File: config.mk
export PLATFORM = sky130hd
export DESIGN_NAME = note_expiry_table_core
export DESIGN_NICKNAME = d
export VERILOG_FILES = /design/src/rtl/core/net_pkg.sv /design/src/rtl/core/net_mem.sv /design/src/rtl/core/net_ctrl.sv /design/src/rtl/core/note_expiry_table_core.sv
export SDC_FILE = /design/constraint.sdc
export NUM_CORES = 2
export LEC_CHECK = 0
export BUFFER_PORTS_ARGS = -buffer_cell sky130_fd_sc_hd__buf_4
export CAP_MARGIN = 20
export CORE_ASPECT_RATIO = 1.25
export CORE_MARGIN = 2
export CORE_UTILIZATION = 40
export CTS_CLUSTER_SIZE = 25
export DETAILED_ROUTE_END_ITERATION = 10
export SYNTH_ARGS = -nofsm -noshare
export SYNTH_HDL_FRONTEND = slang
export SYNTH_MEMORY_MAX_BITS = 65536
export SYNTH_SLANG_ARGS = --single-unit
export TNS_END_PERCENT = 20
File: constraint.sdc
create_clock -name clk -period 12.5 [get_ports clk]
set_clock_uncertainty 0.1 [all_clocks]
set_input_delay 3.75 -clock clk [delete_from_list [all_inputs] [get_ports clk]]
set_output_delay 3.75 -clock clk [all_outputs]
set_load 0.02 [all_outputs]
File: src/rtl/core/net_pkg.sv
// Types and constants shared by the note expiry table modules.
// Depends on nothing.
package net_pkg;

  localparam int CH_W   = 4;
  localparam int TONE_W = 6;
  localparam int VEL_W  = 7;
  localparam int TIME_W = 63;
  localparam int KIND_W = 2;

  localparam logic [KIND_W-1:0] KIND_START    = 2'd0;
  localparam logic [KIND_W-1:0] KIND_STOP     = 2'd1;
  localparam logic [KIND_W-1:0] KIND_EXPIRE   = 2'd2;
  localparam logic [KIND_W-1:0] KIND_STOP_ALL = 2'd3;

  localparam logic MSG_ON  = 1'b0;
  localparam logic MSG_OFF = 1'b1;

  typedef struct packed {
    logic [CH_W-1:0]   channel;
    logic [TIME_W-1:0] end_time;
  } entry_t;

  typedef struct packed {
    logic [KIND_W-1:0] kind;
    logic [CH_W-1:0]   channel;
    logic [TONE_W-1:0] tone;
    logic [VEL_W-1:0]  velocity;
    logic [TIME_W-1:0] stop_time;
    logic [TIME_W-1:0] now_time;
  } in_item_t;

  typedef struct packed {
    logic              message;
    logic [CH_W-1:0]   channel;
    logic [TONE_W-1:0] tone;
    logic [VEL_W-1:0]  velocity;
    logic              expired;
    logic              last;
  } out_item_t;

endpackage

File: src/rtl/core/net_mem.sv
// Entry memory of the note expiry table: channel and stop time per tone.
// One write port and one read port with registered read data; uses net_pkg.
module net_mem #(
  parameter int NUM_TONES = 64,
  parameter int IDX_W     = 6
) (
  input  logic                 clk,
  input  logic                 wr_en,
  input  logic [IDX_W-1:0]     wr_addr,
  input  net_pkg::entry_t      wr_data,
  input  logic [IDX_W-1:0]     rd_addr,
  output net_pkg::entry_t      rd_data
);

  net_pkg::entry_t mem [NUM_TONES];
  net_pkg::entry_t rd_data_r;

  always_ff @(posedge clk) begin
    if (wr_en) begin
      mem[wr_addr] <= wr_data;
    end
    rd_data_r <= mem[rd_addr];
  end

  assign rd_data = rd_data_r;

endmodule

File: src/rtl/core/net_ctrl.sv
// Sequencer of the note expiry table: playing flags, lookups, sweeps and the output register.
// Drives the net_mem ports; uses net_pkg.
module net_ctrl #(
  parameter int NUM_TONES = 64,
  parameter int IDX_W     = 6
) (
  input  logic                 clk,
  input  logic                 rst_n,
  input  logic                 in_valid,
  output logic                 in_ready,
  input  net_pkg::in_item_t    in_item,
  output logic                 out_valid,
  input  logic                 out_ready,
  output net_pkg::out_item_t   out_item,
  output logic                 wr_en,
  output logic [IDX_W-1:0]     wr_addr,
  output net_pkg::entry_t      wr_data,
  output logic [IDX_W-1:0]     rd_addr,
  input  net_pkg::entry_t      rd_data
);

  typedef enum logic [4:0] {
    ST_IDLE  = 5'b00001,
    ST_LOOK  = 5'b00010,
    ST_ON    = 5'b00100,
    ST_SCAN  = 5'b01000,
    ST_FLUSH = 5'b10000
  } state_t;

  localparam logic [IDX_W-1:0] LAST_IDX = IDX_W'(NUM_TONES - 1);

  state_t               state_r, state_nxt;
  logic [IDX_W-1:0]     idx_r, idx_nxt;
  logic [NUM_TONES-1:0] flags_r, flags_nxt;
  net_pkg::in_item_t    item_r;
  net_pkg::out_item_t   pend_r, pend_nxt;
  logic                 pend_valid_r, pend_valid_nxt;
  logic                 out_valid_r;
  net_pkg::out_item_t   out_item_r;

  logic                 accept;
  logic                 slot_free;
  logic                 emit;
  net_pkg::out_item_t   emit_item;
  logic                 tone_ok;
  logic                 is_tone_op;
  logic [IDX_W-1:0]     in_idx;
  logic                 playing;
  logic                 hit;
  logic                 at_end;
  logic                 time_due;

  assign in_ready   = (state_r == ST_IDLE);
  assign accept     = in_valid && in_ready;
  assign slot_free  = !out_valid_r || out_ready;
  assign tone_ok    = 32'(in_item.tone) < NUM_TONES;
  assign is_tone_op = (in_item.kind == net_pkg::KIND_START) ||
                      (in_item.kind == net_pkg::KIND_STOP);
  assign in_idx     = IDX_W'(in_item.tone);
  assign playing    = flags_r[idx_r];
  assign time_due   = item_r.now_time >= rd_data.end_time;
  assign hit        = playing && ((item_r.kind == net_pkg::KIND_STOP_ALL) || time_due);
  assign at_end     = (idx_r == LAST_IDX);

  assign wr_addr = idx_r;
  assign wr_data = '{channel: item_r.channel, end_time: item_r.stop_time};

  always_comb begin
    state_nxt      = state_r;
    idx_nxt        = idx_r;
    flags_nxt      = flags_r;
    pend_nxt       = pend_r;
    pend_valid_nxt = pend_valid_r;
    rd_addr        = idx_r;
    wr_en          = 1'b0;
    emit           = 1'b0;
    emit_item      = pend_r;
    case (state_r)
      ST_IDLE: begin
        rd_addr = (is_tone_op && tone_ok) ? in_idx : '0;
        if (accept) begin
          pend_valid_nxt = 1'b0;
          if (is_tone_op) begin
            idx_nxt   = tone_ok ? in_idx : '0;
            state_nxt = tone_ok ? ST_LOOK : ST_IDLE;
          end else begin
            idx_nxt   = '0;
            state_nxt = ST_SCAN;
          end
        end
      end
      ST_LOOK: begin
        emit_item = '{message: net_pkg::MSG_OFF, channel: rd_data.channel,
                      tone: net_pkg::TONE_W'(idx_r), velocity: '0, expired: 1'b0,
                      last: (item_r.kind == net_pkg::KIND_STOP)};
        if (!playing) begin
          state_nxt = (item_r.kind == net_pkg::KIND_START) ? ST_ON : ST_IDLE;
        end else if (slot_free) begin
          emit = 1'b1;
          if (item_r.kind == net_pkg::KIND_START) begin
            state_nxt = ST_ON;
          end else begin
            flags_nxt[idx_r] = 1'b0;
            state_nxt        = ST_IDLE;
          end
        end
      end
      ST_ON: begin
        emit_item = '{message: net_pkg::MSG_ON, channel: item_r.channel,
                      tone: net_pkg::TONE_W'(idx_r), velocity: item_r.velocity,
                      expired: 1'b0, last: 1'b1};
        if (slot_free) begin
          emit             = 1'b1;
          wr_en            = 1'b1;
          flags_nxt[idx_r] = 1'b1;
          state_nxt        = ST_IDLE;
        end
      end
      ST_SCAN: begin
        if (!(hit && pend_valid_r && !slot_free)) begin
          if (hit) begin
            emit             = pend_valid_r;
            pend_valid_nxt   = 1'b1;
            flags_nxt[idx_r] = 1'b0;
            pend_nxt = '{message: net_pkg::MSG_OFF, channel: rd_data.channel,
                         tone: net_pkg::TONE_W'(idx_r), velocity: '0,
                         expired: (item_r.kind == net_pkg::KIND_EXPIRE), last: 1'b0};
          end
          if (at_end) begin
            state_nxt = ST_FLUSH;
          end else begin
            idx_nxt = IDX_W'(idx_r + 1'b1);
            rd_addr = IDX_W'(idx_r + 1'b1);
          end
        end
      end
      ST_FLUSH: begin
        emit_item      = pend_r;
        emit_item.last = 1'b1;
        if (!pend_valid_r) begin
          state_nxt = ST_IDLE;
        end else if (slot_free) begin
          emit           = 1'b1;
          pend_valid_nxt = 1'b0;
          state_nxt      = ST_IDLE;
        end
      end
      default: begin
        state_nxt = ST_IDLE;
      end
    endcase
  end

  always_ff @(posedge clk) begin
    if (!rst_n) begin
      state_r      <= ST_IDLE;
      flags_r      <= '0;
      pend_valid_r <= 1'b0;
      out_valid_r  <= 1'b0;
    end else begin
      state_r      <= state_nxt;
      flags_r      <= flags_nxt;
      pend_valid_r <= pend_valid_nxt;
      if (emit) begin
        out_valid_r <= 1'b1;
      end else if (out_ready) begin
        out_valid_r <= 1'b0;
      end
    end
  end

  always_ff @(posedge clk) begin
    idx_r  <= idx_nxt;
    pend_r <= pend_nxt;
    if (accept) begin
      item_r <= in_item;
    end
    if (emit) begin
      out_item_r <= emit_item;
    end
  end

  assign out_valid = out_valid_r;
  assign out_item  = out_item_r;

endmodule

File: src/rtl/core/note_expiry_table_core.sv
// Top level of the note expiry table: stream ports, entry memory and sequencer.
// Instantiates net_mem and net_ctrl; uses net_pkg.
//
// The input channel takes one command item at a time: note start, note stop, expire
// check or stop all, selected by in_tuser. The output channel carries note-on and
// note-off items; out_tlast marks the final item caused by one command, and a command
// that causes nothing gives no output item at all.
// A note start looks up its tone, shows the note-off for the old channel when the tone
// was playing, then shows its note-on and writes the entry; the next command is then
// taken either way. A note stop looks up its tone, shows its note-off and then takes
// the next command. An expire check or a stop all walks the entry memory one tone per
// cycle while no found note-off has to wait for the output register; its final note-off
// shows after the walk, then the next command is taken. The single read port sets that pace.
// in_tready is high only between commands, so one command is worked on at a time.
// Results pass through one output register. While it is full and out_tready is low it
// holds its item, and the sequencer waits where it must emit; a sweep keeps one found
// note-off in hand so that tlast can be set on the final one.
// Synchronous reset clears all playing flags at once; channels and stop times are
// read only for playing tones and need no clearing.
module note_expiry_table_core #(
  parameter int NUM_TONES = 64
) (
  input  logic         clk,
  input  logic         rst_n,
  input  logic         in_tvalid,
  output logic         in_tready,
  input  logic [143:0] in_tdata,   // channel, tone, velocity, stop_time, now_time, pad
  input  logic [1:0]   in_tuser,   // kind
  output logic         out_tvalid,
  input  logic         out_tready,
  output logic [23:0]  out_tdata,  // channel, tone, velocity, pad
  output logic [1:0]   out_tuser,  // message, expired
  output logic         out_tlast
);

  localparam int IDX_W = (NUM_TONES > 1) ? $clog2(NUM_TONES) : 1;

  net_pkg::in_item_t  in_item;
  net_pkg::out_item_t out_item;
  logic               wr_en;
  logic [IDX_W-1:0]   wr_addr;
  logic [IDX_W-1:0]   rd_addr;
  net_pkg::entry_t    wr_data;
  net_pkg::entry_t    rd_data;

  assign in_item.kind      = in_tuser;
  assign in_item.channel   = in_tdata[3:0];
  assign in_item.tone      = in_tdata[9:4];
  assign in_item.velocity  = in_tdata[16:10];
  assign in_item.stop_time = in_tdata[79:17];
  assign in_item.now_time  = in_tdata[142:80];

  net_mem #(
    .NUM_TONES (NUM_TONES),
    .IDX_W     (IDX_W)
  ) u_mem (
    .clk     (clk),
    .wr_en   (wr_en),
    .wr_addr (wr_addr),
    .wr_data (wr_data),
    .rd_addr (rd_addr),
    .rd_data (rd_data)
  );

  net_ctrl #(
    .NUM_TONES (NUM_TONES),
    .IDX_W     (IDX_W)
  ) u_ctrl (
    .clk       (clk),
    .rst_n     (rst_n),
    .in_valid  (in_tvalid),
    .in_ready  (in_tready),
    .in_item   (in_item),
    .out_valid (out_tvalid),
    .out_ready (out_tready),
    .out_item  (out_item),
    .wr_en     (wr_en),
    .wr_addr   (wr_addr),
    .wr_data   (wr_data),
    .rd_addr   (rd_addr),
    .rd_data   (rd_data)
  );

  assign out_tdata = {7'd0, out_item.velocity, out_item.tone, out_item.channel};
  assign out_tuser = {out_item.expired, out_item.message};
  assign out_tlast = out_item.last;

endmodule

== Word level (Yosys, flattened, before mapping) ==
Memories as Yosys holds them, arrays and structs flattened. A register that Yosys moved wholly into a read port is not among the register bits.
Cells that the tools add are included.
Operators by class
  order comparisons: 3
  add/subtract/negate cells: 1
  multiplexer cells: 45
  bitwise gates (word level): 4
  reduce and logical (&&, ||, !) cells: 21
  equal/unequal tests: 19
Operator list (count)
  64-bit 2-to-1 mux: 6
  64-bit one-hot mux with 3 select lines: 1
  64-bit bitwise AND: 1
  64-bit NOT: 1
  64-bit bitwise OR: 1
  63-bit >= comparator: 1
  20-bit one-hot mux with 3 select lines: 1
  5-bit 2-to-1 mux: 7
  5-bit one-hot mux with 5 select lines: 1
  6-bit 2-to-1 mux: 4
  6-bit one-hot mux with 2 select lines: 2
  1-bit 2-to-1 mux: 17
  2-bit by 1-bit != test with 1-bit output, second input constant: 5
  4-bit AND reduction: 2
  6-bit by 7-bit < comparator with 1-bit output, second input constant: 1
  7-bit AND reduction: 1
  6-bit by 1-bit adder with 6-bit output, second input constant: 1
  1-bit binary-select mux with 6-bit select: 1
  1-bit demux with 6-bit select: 1
  6-bit == test, second input constant: 1
  6-bit by 1-bit >= comparator with 1-bit output, second input constant: 1
  2-bit != test, second input constant: 3
  3-bit nonzero test: 2
  5-bit by 1-bit == test with 1-bit output, second input constant: 1
  other kinds (19): 30
Word-level totals
  bits of input ports: 150
  RAM bits: 4288
  memories: 1
  register bits after elaboration: 247
  output and inout port bits: 29
Memory list
  u_mem.mem: depth 64, bits a word 67, rd ports 1, clocked after Yosys merged registers in 1, write ports 1, RTL line net_mem.sv:15  | net_pkg::entry_t mem [NUM_TONES];

== Longest topological paths before layout ==
  word-level depth: 10
  mapped depth: 19
  mapped depth without buffers: 14

== By module ==
A second synthesis with hierarchy kept.
Unflattened totals
  cell total of the unflattened synthesis: 8205
  area total of the unflattened synthesis: 176036.3 um^2
By module, submodules not included
  net_mem: cells each 7102, seq. area each 130104.8 um^2, area each 163947.2 um^2, instances 1
  net_ctrl: cells each 1095, seq. area each 6706.4 um^2, area each 12032.8 um^2, instances 1
  note_expiry_table_core: cells each 8, seq. area each 0.0 um^2, area each 56.3 um^2, instances 1

== Least setup slack after synthesis ==
No wires, ideal clock.
  path type: input port to flip-flop
  start: input port out_tready
  end: memory u_mem.mem[5][0] (netlist bit) (enable)
  stages: 4
  slack: 4445 ps
  buffers on the path: 0
  required time: 11906 ps
  setup time: 494 ps
  arrival: 7460 ps
  cell sequence: nor2b_1 -> nor3_1 -> nand3_1 -> nor2_1
On the way
  longest elaborated chain between the ends: 5
RTL lines
  start, declared: RTL line note_expiry_table_core.sv:30  | input logic out_tready,
  1-bit logical OR: RTL line net_ctrl.sv:55  | assign slot_free = !out_valid_r || out_ready;
  1-bit 2-to-1 mux: RTL line net_ctrl.sv:112  | if (slot_free) begin
  1-bit 2-to-1 mux: RTL line net_ctrl.sv:78  | case (state_r)
  1-bit 2-to-1 mux: RTL line net_mem.sv:19  | if (wr_en) begin
  1-bit 2-to-1 mux (implied by the code): RTL line net_mem.sv:20  | mem[wr_addr] <= wr_data;
  end, declared: RTL line net_mem.sv:15
Every way passes these cells.

== Worst setup path after layout ==
  start: register u_ctrl.item_r[46] (netlist bit)
  end: register u_mem.rd_data[55] (netlist name)
On the way
  longest elaborated chain between the ends: 7
RTL lines
  start, declared: RTL line net_ctrl.sv:35  | net_pkg::in_item_t item_r;
  start signal, assigned: RTL line net_ctrl.sv:176  | item_r <= in_item;
  63-bit >= comparator: RTL line net_ctrl.sv:61  | assign time_due = item_r.now_time >= rd_data.end_time;
  1-bit logical OR: RTL line net_ctrl.sv:62  | assign hit = playing && ((item_r.kind == net_pkg::KIND_STOP_ALL) || time_due);
  1-bit logical AND: RTL line net_ctrl.sv:62
  1-bit logical AND (2 in a row): RTL line net_ctrl.sv:120  | if (!(hit && pend_valid_r && !slot_free)) begin
  6-bit 2-to-1 mux
  6-bit one-hot mux with 2 select lines: RTL line net_ctrl.sv:78
Every way passes these cells.
A chain may end at the register's enable or synchronous reset.

==> key figures <==
Run status
  – Status: finished clean

Yosys
  – FFs w/ async S/R, synth: 0%
  – Number of flops mapped to enable cells by yosys: 4464
  – Average size of a mapped cell: 16.5 um^2
  – Yosys reg bits: 4602
  – Seq/Total Area, Yosys: 77.0%
  – Synth cell types: 70
  – Post-Syn Area: 178000 um^2
  – Post-Synthesis Cells: 10759
  – Synth warnings: 0
  – Top_reg_cell synth: edfxtp_1

Place
  – Port-buffer cells: 170
  – Post-DP HPWL: 269000 um
  – Routability cong.: 0.804
  – Cell Area, Placed: 187000 um^2

Worst setup path
  – Reg2reg setup slack: 4.27 ns
  – Reg-to-reg startpoint: u_ctrl.item_r[46]$_DFFE_PP_
  – Critical path class: reg2reg
  – FF-to-FF End: u_mem.rd_data[55]$_DFF_P_
  – Worst setup path endpoint: u_mem.rd_data[55]$_DFF_P_
  – Reg2Reg Depth: 16
  – CP endpoint kind: flop
  – CP startpoint kind: flop
  – Worst path required time: 13.30 ns
  – Crit path launch: u_ctrl.item_r[46]$_DFFE_PP_
  – Critical path arrival: 9.03 ns
  – Crit-path max FO: 51

Die
  – Ports: 179
  – Initial Util: 40.2%
  – Core Area: 442000 um^2
  – Die area: 449000 um^2
  – Die W: 600 um
  – Die height: 749 um
  – Rows: 273

GRT
  – Vias in the first global route: 100166
  – Global route overflow: 0
  – Pin count of the biggest net entering global routing: 147
  – First-pass GRT wire length: 768000 um
  – Total global-route track usage: 24.3%
  – Antenna violations before repair: 11

Min path
  – Min-Delay Path Class: reg2reg
  – Hold path depth: 0

Clock network
  – TritonCTS buffer count: 433
  – Postcts setup bufs: 0
  – H-tree Lvls: 5
  – Skew-Pair Late Insertion Delay: 1.05 ns
  – Root Buffer: clkbuf_16
  – CTS tree: done
  – Hold Buf Count CTS: 0
  – Max Buffers Root-to-Sink: 4
  – Worst-path clk slew: 0.06 ns
  – Post-CTS sizing: 0
  – # clock sinks: 4602

Route
  – Post-route DRC: 0
  – Drt pass-1 iters: 6
  – DR vias: 103488
  – Vias per std cell: 5.98
  – DRT iter0 DRCs: 14876
  – Final ANT Viol Nets: 0
  – DRT Wirelength: 563000 um
  – Avg WL per Cell: 32.5 um

Cells and area
  – Post-route cell area: 202000 um^2
  – Final-layout fill cell count: 37467
  – Layout cells sized above 1: 10.9%
  – Area grow syn2layout: 13.7%
  – Layout net count: 11236

Timing
  – Maximum clock frequency: 122 MHz
  – Tightest Pin Transition: 1.24 ns
  – Tcrit/Tclk final: 65.8%
  – Relative slew slack: 17.1%
  – TNS Setup: 0 ns
  – Final setup fails: 0
  – Final Max Slew Viols: 0
  – RSZ-0062 raised after global routing: false
  – Fin. Hold Viols: 0
  – Min Tclk post-route: 8.23 ns

Power
  – PD cells: 211 nW/um^2
  – Leakage dissipation: 68.1 nW
  – Peak supply drop: 265 uV

Flow run
  – Maxcap violations: 0
==> stage by stage <==
step	setup WS, ns	hold WS, ns	util (%)	instances	power (mW)
4_1_cts	4.21	0.335	45.6	17305	42.6
3_5_place_dp	3.38	0.320	42.4	16495	29.4
3_3_place_gp	3.47	0.320	42.4	16492	29.2
2_1_floorplan	4.45	0.309	-	10765	25.3
6_report	4.27	0.332	45.7	17315	42.6
5_1_grt	3.98	0.361	45.6	17310	43.9
==> sequential cells by signal, summed over array words and instances, names as in the netlist, named ones only <==
name                 flops
u_mem.mem             4288
u_ctrl.item_r           72
u_ctrl.wr_data          67
u_mem.rd_data           67
u_ctrl.out_item         20
u_ctrl.pend_r           11
u_ctrl.wr_addr           6
u_ctrl.state_r           5
u_ctrl.out_valid         1
u_ctrl.pend_valid_r      1
==> synthesized netlist by cell type (7+ instances only) <==
cell type	number	area, um^2
edfxtp_1	4464	134000
mux2i_1	1601	16000
nand2_1	1566	5880
clkbuf_1	454	1700
a21oi_1	361	1810
o22ai_1	275	1720
o32ai_1	260	2280
nor2_1	171	642
dfxtp_1	138	2760
a31oi_1	135	845
a2111oi_0	133	1160
o22a_1	131	1150
buf_2	111	556
o21ai_0	86	430
inv_1	76	285
nand3_1	73	365
nor4_1	70	438
o221ai_1	68	596
or4_1	66	495
o31a_1	65	569
o32a_1	65	651
ha_1	64	801
buf_1	61	229
buf_4	25	188
nand4_1	25	156
nand3b_1	19	143
nor3_1	17	85.1
and2_1	15	93.8
mux4_2	13	293
or3_1	12	75.1
a211oi_1	11	82.6
and3_1	10	62.6
o21a_1	10	75.1
nand2b_1	9	56.3
nor3b_1	9	67.6
a22oi_1	8	60.1
a221oi_1	7	61.3
o211ai_1	7	52.6
==> critical path, stage by stage, from the launching register on <==
cell,delay (ns)
edfxtp_1,0.50
ha_1,0.35
nand4_1,0.76
nor4_1,0.58
buf_4,0.25
and2_1,0.59
a41oi_1,0.23
buf_4,0.24
a211oi_4,0.29
buf_4,0.34
mux2_4,0.41
nor2_4,0.81
buf_4,0.94
o32ai_1,0.22
a2111oi_0,0.61
a31oi_1,0.26
or4_1,0.53
==> kinds of logic after synthesis <==
logic type / after synthesis / synth area share (%)
AO/OA/AOI/OAI: 1654 / 6.67
multiplexers: 1622 / 9.25
buffers and inverters: 735 / 1.70
flip-flops: 4602 / 77.0
XOR/XNOR: 1 / 0.00493
other: 1 / 0.00211
AND/OR/NAND/NOR: 2080 / 4.90
adder cells (fa/ha/maj): 64 / 0.451
==> layer usage <==
| metal | share of wire [%] | vias to the layer above | GRT usage [%] |
|---|---|---|---|
| met2 | 48 | 5966 | 40.6 |
| li1 | - | 42803 | - |
| met1 | 37 | 53369 | 30.9 |
| met5 | 0.0018 | - | 0 |
| met3 | 9.4 | 1348 | 3.88 |
| met4 | 5.4 | 2 | 11.5 |
==> area by class of cell <==
type,count,area [um^2],share of cell area [%]
flip-flops and latches,4602,137000,67.8
multi-input cells,5428,38500,19.1
inverters,80,320,0.159
diodes,6,15.0,0.00744
clock inverters,257,2710,1.34
clock buffers,553,11700,5.78
well taps,5912,7400,3.66
repair buffers,477,4530,2.24
==> layout by cell type (no fill, tap or decap), types with 72 or more instances in the layout <==
cell type  count
a2111oi_0    133
a21oi_1      361
a31oi_1      134
buf_12        74
buf_4        398
clkbuf_1      84
clkbuf_16    438
clkinv_1      79
clkinv_2      81
dfxtp_1      138
edfxtp_1    4464
inv_1         72
mux2i_1     1599
nand2_1     1560
nor2_1       109
o21ai_0       85
o22a_1       131
o22ai_1      275
o32ai_1      260
==> how the worst min path moves through the flow <==
stage,start,endpoint,slack (ns)
after floorplan,u_mem.rd_data[63]$_DFF_P_,u_ctrl.pend_r[15]$_DFFE_PP_,0.31
after CTS,u_mem.rd_data[63]$_DFF_P_,u_ctrl.pend_r[15]$_DFFE_PP_,0.33
after global routing,u_mem.rd_data[63]$_DFF_P_,u_ctrl.pend_r[15]$_DFFE_PP_,0.36
after detailed placement,u_mem.rd_data[63]$_DFF_P_,u_ctrl.pend_r[15]$_DFFE_PP_,0.32
after global placement,u_mem.rd_data[63]$_DFF_P_,u_ctrl.pend_r[15]$_DFFE_PP_,0.32
final,u_mem.rd_data[63]$_DFF_P_,u_ctrl.pend_r[15]$_DFFE_PP_,0.33
==> power by group <==
part           switching, mW  total (mW)  internal (mW)  leakage (nW)
clock                   5.86        13.4           7.57          7.02
combinational           7.66        11.2           3.55          19.8
sequential             0.187        17.9           17.8          41.3
total                   13.7        42.6           28.9          68.1
No activity file was read; power rests on OpenSTA's default activity.
